`src/design/sobv_pkg.sv`:
```
// Shared types and constants for the vertical Sobel gradient block.
`timescale 1ns / 1ps

package sobv_pkg;

    localparam int IMAGE_WIDTH  = 512;
    localparam int IMAGE_HEIGHT = 512;

    localparam int PIXEL_W = 8;
    localparam int COL_W   = $clog2(IMAGE_WIDTH);
    localparam int ROW_W   = $clog2(IMAGE_HEIGHT);

    localparam logic [COL_W-1:0] LAST_COL = COL_W'(IMAGE_WIDTH - 1);
    localparam logic [ROW_W-1:0] LAST_ROW = ROW_W'(IMAGE_HEIGHT - 1);
    localparam logic [COL_W-1:0] FIRST_INNER_COL = COL_W'(2);
    localparam logic [ROW_W-1:0] FIRST_INNER_ROW = ROW_W'(2);

    typedef logic [PIXEL_W-1:0] pixel_t;
    typedef logic [COL_W-1:0]   col_t;
    typedef logic [ROW_W-1:0]   row_t;

    typedef struct packed {
        pixel_t above;
        pixel_t middle;
    } lb_word_t;

    typedef struct packed {
        pixel_t magnitude;
        logic   saturated;
    } kern_res_t;

endpackage

```
`src/design/sobv_kernel.sv`:
```
// Vertical Sobel kernel: weighted row difference, absolute value and clip.
`timescale 1ns / 1ps

module sobv_kernel
(
    input  sobv_pkg::pixel_t  top [3],
    input  sobv_pkg::pixel_t  bot [3],
    output sobv_pkg::kern_res_t result
);

    logic [9:0]        top_sum;
    logic [9:0]        bot_sum;
    logic signed [10:0] diff;
    logic [9:0]        abs_val;
    logic              sat;

    always_comb
    begin
        top_sum = {2'b00, top[0]} + {1'b0, top[1], 1'b0} + {2'b00, top[2]};
        bot_sum = {2'b00, bot[0]} + {1'b0, bot[1], 1'b0} + {2'b00, bot[2]};
        diff    = $signed({1'b0, top_sum}) - $signed({1'b0, bot_sum});
        abs_val = diff[10] ? 10'(-diff) : diff[9:0];
        sat     = |abs_val[9:8];
        result.magnitude = sat ? 8'hFF : abs_val[7:0];
        result.saturated = sat;
    end

endmodule
```
`config.mk`:
```
export PLATFORM = sky130hd
export DESIGN_NAME = sobv_kernel
export DESIGN_NICKNAME = d
export VERILOG_FILES = /design/src/design/sobv_pkg.sv /design/src/design/sobv_kernel.sv
export SDC_FILE = /design/constraint.sdc
export NUM_CORES = 1
export LEC_CHECK = 0
export BUFFER_PORTS_ARGS = -buffer_cell sky130_fd_sc_hd__buf_4
export CAP_MARGIN = 20
export CORE_ASPECT_RATIO = 0.8
export CORE_UTILIZATION = 35
export DETAILED_ROUTE_END_ITERATION = 8
export GPL_TIMING_DRIVEN = 0
export REMOVE_ABC_BUFFERS = 1
export SLEW_MARGIN = 20
export SYNTH_ARGS = -nofsm -noshare
export SYNTH_HDL_FRONTEND = slang
export SYNTH_SLANG_ARGS = --single-unit
```
`constraint.sdc`:
```
create_clock -name vclk -period 9.4
set_clock_uncertainty 0.05 [all_clocks]
set_input_delay 0.94 -clock vclk [all_inputs]
set_output_delay 0.94 -clock vclk [all_outputs]
set_load 0.05 [all_outputs]
```
# Word level (Yosys, flattened, before mapping)
# Index checks and enable logic that the tools add are counted.
[word_totals]
reg_bits = 0
inputBits = 48
output_inout_bits = 9
[classes]
n_mux = 2
n_reduce_logical = 1
add_sub_neg = 6
[op_table]
columns = ["op", "n"]
rows = [
  ["10-bit by 8-bit adder with 10-bit output", 2],
  ["8-bit by 9-bit adder with 10-bit output", 2],
  ["10-bit by 10-bit subtractor with 11-bit output", 1],
  ["10-bit 2-to-1 mux", 1],
  ["10-bit negation", 1],
  ["8-bit 2-to-1 mux", 1],
  ["2-bit OR reduction", 1],
]

# Depth between registers and ports, before layout
# Gate-level depths: netlist of run 1.
[logic_depth]
depth_word = 7
ltp_mapped = 18
depth_no_buf = 17

# Worst setup path before layout of run 1
# Ideal clock, no wire load.
[synth_timing]
path_kind = "input-to-output"
start = "input bot[2] (netlist name)"
end = "output result[1] (netlist name)"
path_slack_ns = 3.449
arrival_time_ns = 4.961
required_time_ns = 8.410
stages = 14
n_path_buf = 0
path_cell_list = "inv_1 -> fa_1 -> fa_1 -> inv_1 -> fa_1 -> inv_1 -> ha_1 -> a211oi_2 -> nor3b_2 -> o31a_1 -> xor2_1 -> nand4b_1 -> o32ai_4 -> o21ai_1"
[synth_lines]
columns = ["item", "line", "source"]
rows = [
  ["from (decl)", "sobv_kernel.sv:7", "input sobv_pkg::pixel_t bot [3],"],
  ["to (decl)", "sobv_kernel.sv:8", "output sobv_pkg::kern_res_t result"],
]

==> Flow_metrics.wiki, run 1 <==
{| class="wikitable"
! Metric !! Value
|-
| Synthesized-area fraction occupied by ao, oa, aoi and oai cells || 0.170
|-
| Fillers || ~460
|-
| CP max-delay cell || fa_1
|-
| Post-DR wirelength/cell || 8.64 um
|-
| First-pass DRT Iterations || 4
|-
| Fin util || 0.469
|-
| Arrival time of the worst setup path || 4950 ps
|-
| Final Critical Period || 5940 ps
|-
| Main combinational cell family by area after synthesis || adder cells
|-
| Synth-to-layout area growth || 29.1%
|-
| Number of standard cells after synthesis || approximately 200
|-
| Leading cell type by number of instances after synthesis || inv_1
|-
| I/O Pins || 57
|-
| Number of buffers added on ports || 57
|-
| Worst-case headroom to the max-slew limit || 0.684
|-
| Peak clock frequency supported by timing || roughly 170 MHz
|-
| Starting utilization of the core area || 0.363
|-
| Area taken by flip-flops and latches || 0 sq um
|-
| Routed Wire Length || approximately 2.7 mm
|-
| Number of design rule violations left after detail routing || 0
|-
| Routing layer with the top usage in global route || met2
|-
| Global routing usage summed across all routing layers || 0.120
|-
| Antenna diode count || 0
|-
| Buffer and inverter count on the worst path || 5
|-
| Via count || around 1.4k
|-
| Transition time of the tightest slew-check pin || 472 ps
|-
| Portion of the clock cycle consumed by the worst path in the final layout || 0.632
|-
| Vias in the first global route || between 1k and 1.5k
|-
| Fraction of the mapped netlist area in adder cells || 0.469
|-
| Die width || 79.2 um
|-
| Share of Yosys cell area claimed by the top area cell type || 0.372
|-
| Type of the tightest min-delay check || input pin to output port
|-
| Simple-gate area share of the yosys netlist || 0.108
|-
| Post-synthesis instance area || 1670 sq um
|-
| Total of warnings raised by yosys || 0
|-
| Multi-input gate area in the final layout || 1360 sq um
|-
| Setup violations, final || 0
|-
| Part of the Yosys area used for sequential elements || 0
|-
| Met3 track utilization from global routing || 0.00143
|-
| Final sequential cell count || 0
|-
| Xor/xnor cell area share of the yosys netlist || 0.0630
|-
| Mean cell area of the mapped netlist || about 8.2 sq um
|-
| Top post-synthesis cells by area || fa_1, inv_1, ha_1
|-
| Proportion of layout cells with a drive suffix above 1 || 0.253
|-
| Total Die Area || 5050 sq um
|-
| Area inside the core boundary || 4600 sq um
|-
| Number of post-CTS setup repair buffers || 0
|-
| Wire length of the first global-routing pass || 5.20 mm
|-
| Fraction of met2 tracks used by global routing || 0.204
|-
| Distinct cell type count of the synthesized netlist || 39
|-
| Post-synthesis mux area share || 0.00600
|-
| Met1 Resource Use GR || 0.181
|-
| Status || complete, no violations
|-
| Count of endpoints failing hold in the final timing report || 0
|-
| Worst setup EP type || output port
|-
| Worst path required time || 8410 ps
|-
| Number of clock buffer instances in the layout || 0
|-
| Vertical extent of the die || 63.8 um
|-
| Number of rows in the core area || 22
|-
| Number of antenna-violating nets in the routed design || 0
|-
| Library cell with the largest summed area after synthesis || fa_1
|-
| Slew Limit Fails || 0
|-
| Most common library cells after synthesis || inv_1, fa_1, ha_1, nor2_1
|-
| HPWL after detailed placement || 2.57 mm
|-
| Maximum Capacitance Violations || 0
|-
| Setup repair after global routing missed its margin || no
|-
| Starting DRC count in detailed routing || 19
|-
| Category of the worst setup path launch point || input pin
|-
| Critical path fanouts, max || 8
|-
| Total number of nets in the final design || 351
|-
| Final hold slack || 2500 ps
|-
| Largest stage delay on the critical path || 590 ps
|-
| Critical path class || input pin to output port
|-
| Total negative slack || 0 ps
|-
| Number of gates resized after cts || 0
|-
| Vias per cell || approximately 4.3
|-
| Final GP Congestion || approximately 0.78
|-
| Overflow left after global routing || 0
|-
| CTS Hold Bufs || 0
|-
| Top cell family by delay on the critical path || adder cells
|-
| Chain of cells forming the critical path || buf_4, inv_1, fa_1, fa_1, inv_1, fa_1, inv_1, ha_1, a211oi_2, nor3b_2, o31a_1, xor2_1, nand3b_1, a21oi_2, o21ai_1, buf_4
|-
| Number of antenna violations at the first check in global routing || 0
|-
| Maximum number of pins on one net before global-route repair || 9
|}
-- final timing paths --
kind / start / slack, ps / endpoint / depth (start not counted)
max: bot[2] / 3460 / result[1] / 16
min: bot[17] / 2500 / result[1] / 6
-- area by class of cell --
class | instances | area share
multi-input cells | 123 | 0.632
repair buffers | 57 | 0.199
inverters | 77 | 0.134
well taps | 60 | 0.0348
-- per-stage QoR --
stage	instances	area [sq um]	setup slack, ps
after floorplan	200	1650	3450
after global placement	317	2150	3460
after detailed placement	317	2150	3420
after CTS	317	2150	3430
after global routing	317	2150	3100
final	317	2150	3460
-- kinds of logic after synthesis --
family          Yosys count
xor+xnor                 12
fa+ha+maj                44
mux                       1
buf+inv                  80
compound gates           35
simple gates             31
-- layer usage --
metal	share of wire	up-vias
met5	0	-
met4	0	0
met3	0.054	0
met2	0.46	36
met1	0.48	607
li1	-	719
-- placed cells by master (no fill, tap or decap), types with 2 or more instances in the layout --
master and instances:
nand2b_1 3, nand4b_1 2, fa_1 31, o21ai_1 7, xor2_1 5, nand3b_1 2
nand2_1 3, inv_1 77, nor3_1 2, ha_1 13, nor2_1 12, o21a_1 3
a21oi_1 6, xnor2_1 7, buf_4 57, nor2b_1 2, and3_1 2, a21o_1 4
Power of run 1 is not shown: default switching activity piles up to over one toggle a cycle in this logic, so the estimate is an artifact.
==> run 2: changes to the inputs <==
Clock period 9.4 ns to 5.5 ns, I/O delays scaled along.
==> run 2 against run 1 <==
Critical endpoint unchanged. Routed wire length up 0.40%. First-iteration DRC count decreased by 21%. Highest routed layer unchanged. Sequential share of layout area is the same. Cell count is the same.
==> Flow_metrics.wiki, run 2 (synthesis results as in run 1) <==
{| class="wikitable"
! Metric !! Value
|-
| Status || complete, no violations (unchanged)
|-
| Type of the tightest min-delay check || input pin to output port (unchanged)
|-
| Leading cell types in the layout, fill and taps excluded || inv_1, buf_4, fa_1 (unchanged)
|-
| Worst path required time || 4900 ps (was 8410 ps)
|-
| Final Critical Period || 5160 ps
|-
| Number of buffers added on ports || 57 (unchanged)
|-
| Synth-to-layout area growth || 29.5% (was 29.1%)
|-
| Number of design rule violations left after detail routing || 0 (unchanged)
|-
| Post-DR wirelength/cell || 8.67 um (was 8.64 um)
|-
| Transition time of the tightest slew-check pin || 472 ps (about the same)
|-
| Critical path fanouts, max || 8 (unchanged)
|-
| Most common cell after layout, fill and taps aside || inv_1 (unchanged)
|-
| Cell Count, Final, Fillers Out || 317 (unchanged)
|-
| Number of post-CTS setup repair buffers || 0 (unchanged)
|-
| Worst setup EP type || output port (unchanged)
|-
| CTS Hold Bufs || 0 (unchanged)
|-
| Critical path launch point || bot[2] (unchanged)
|-
| I/O Pins || 57 (unchanged)
|-
| Number of antenna-violating nets in the routed design || 0 (unchanged)
|-
| Worst-case headroom to the max-slew limit || 0.684 (about the same)
|-
| Portion of the clock cycle consumed by the worst path in the final layout || 0.938
|-
| Final GP Congestion || 0.781 (unchanged)
|-
| Area taken by flip-flops and latches || 0 sq um (unchanged)
|-
| Antenna diode count || 0 (unchanged)
|-
| Cell count after placement || 317 (unchanged)
|-
| Count of endpoints failing hold in the final timing report || 0 (unchanged)
|-
| Starting utilization of the core area || 0.363 (unchanged)
|-
| Overflow left after global routing || 0 (unchanged)
|-
| Maximum number of pins on one net before global-route repair || 9 (unchanged)
|-
| Area inside the core boundary || 4600 sq um (unchanged)
|-
| Setup violations, final || 0 (unchanged)
|-
| Hold Startpoint || bot[17] (unchanged)
|-
| Vias in the first global route || 1303 (unchanged)
|-
| Starting DRC count in detailed routing || 15 (was 19)
|-
| Critical path class || input pin to output port (unchanged)
|-
| Number of rows in the core area || 22 (unchanged)
|-
| Setup repair after global routing missed its margin || no (unchanged)
|-
| Number of clock buffer instances in the layout || 0 (unchanged)
|-
| Fillers || 459 (was 461)
|-
| Category of the worst setup path launch point || input pin (unchanged)
|-
| Total Die Area || 5050 sq um (unchanged)
|-
| Number of gates resized after cts || 0 (unchanged)
|-
| Peak clock frequency supported by timing || slightly below 200 MHz
|-
| Multi-input gate area in the final layout || 1370 sq um (was 1360 sq um)
|-
| Vertical extent of the die || 63.8 um (unchanged)
|-
| Final sequential cell count || 0 (unchanged)
|-
| Arrival time of the worst setup path || 4560 ps (was 4950 ps)
|-
| Proportion of layout cells with a drive suffix above 1 || 0.257 (was 0.253)
|-
| Wire length of the first global-routing pass || 5.20 mm (unchanged)
|-
| Die width || 79.2 um (unchanged)
|-
| Routed Wire Length || 2.75 mm (was 2.74 mm)
|-
| Vias per cell || 4.30 (about the same)
|-
| HPWL after detailed placement || 2.57 mm (unchanged)
|-
| Maximum Capacitance Violations || 0 (unchanged)
|-
| Total negative slack || 0 ps (unchanged)
|-
| Slew Limit Fails || 0 (unchanged)
|-
| Via count || 1364 (was 1362)
|-
| Number of antenna violations at the first check in global routing || 0 (unchanged)
|-
| Global routing usage summed across all routing layers || 0.120 (unchanged)
|-
| Total number of nets in the final design || 351 (unchanged)
|-
| Fin util || 0.470 (was 0.469)
|-
| First-pass DRT Iterations || 4 (unchanged)
|}
run 2: cell types whose count changed in the layout (fill, tap and decap cells not counted):
cell / before / now
xnor2_1: 7 / 6
xnor2_2: 0 / 1
run 2: worst paths after layout:
check / end / slack, ps / cells past startpoint
max: result[1] / 340 / 16
min: result[1] / 1720 / 6
run 2: stage by stage:
step / setup slack [ps] / cell area [sq um] / hold slack (ps)
3_3_place_gp: 336 / 2150 / 1700
2_1_floorplan: 329 / 1650 / 1740
6_report: 342 / 2160 / 1720
3_5_place_dp: 305 / 2150 / 1730
5_1_grt: 31.3 / 2160 / 1780
4_1_cts: 308 / 2150 / 1730
run 2: layout make-up:
cell class                 instances  area share
timing repair buffer              57       0.198
inverter                          77       0.134
tap                               60      0.0347
multi-input combinational        123       0.634
run 2: critical path: stages:
cell and delay, ps:
buf_4 80, inv_1 50, fa_1 520, fa_1 550, inv_1 50, fa_1 590
inv_1 60, ha_1 290, a211oi_2 260, nor3b_2 90, o31a_1 330, xor2_1 330
nand3b_1 180, a21oi_2 300, o21ai_1 130, buf_4 200
run 2: routing by layer:
metal,vias to the layer above,part of all wire,GRT usage
li1,719,-,-
met1,611,0.48,0.181
met2,34,0.47,0.204
met3,0,0.049,0.00143
met4,0,0,0
met5,-,0,0
Power of run 2 is left out for the same reason.
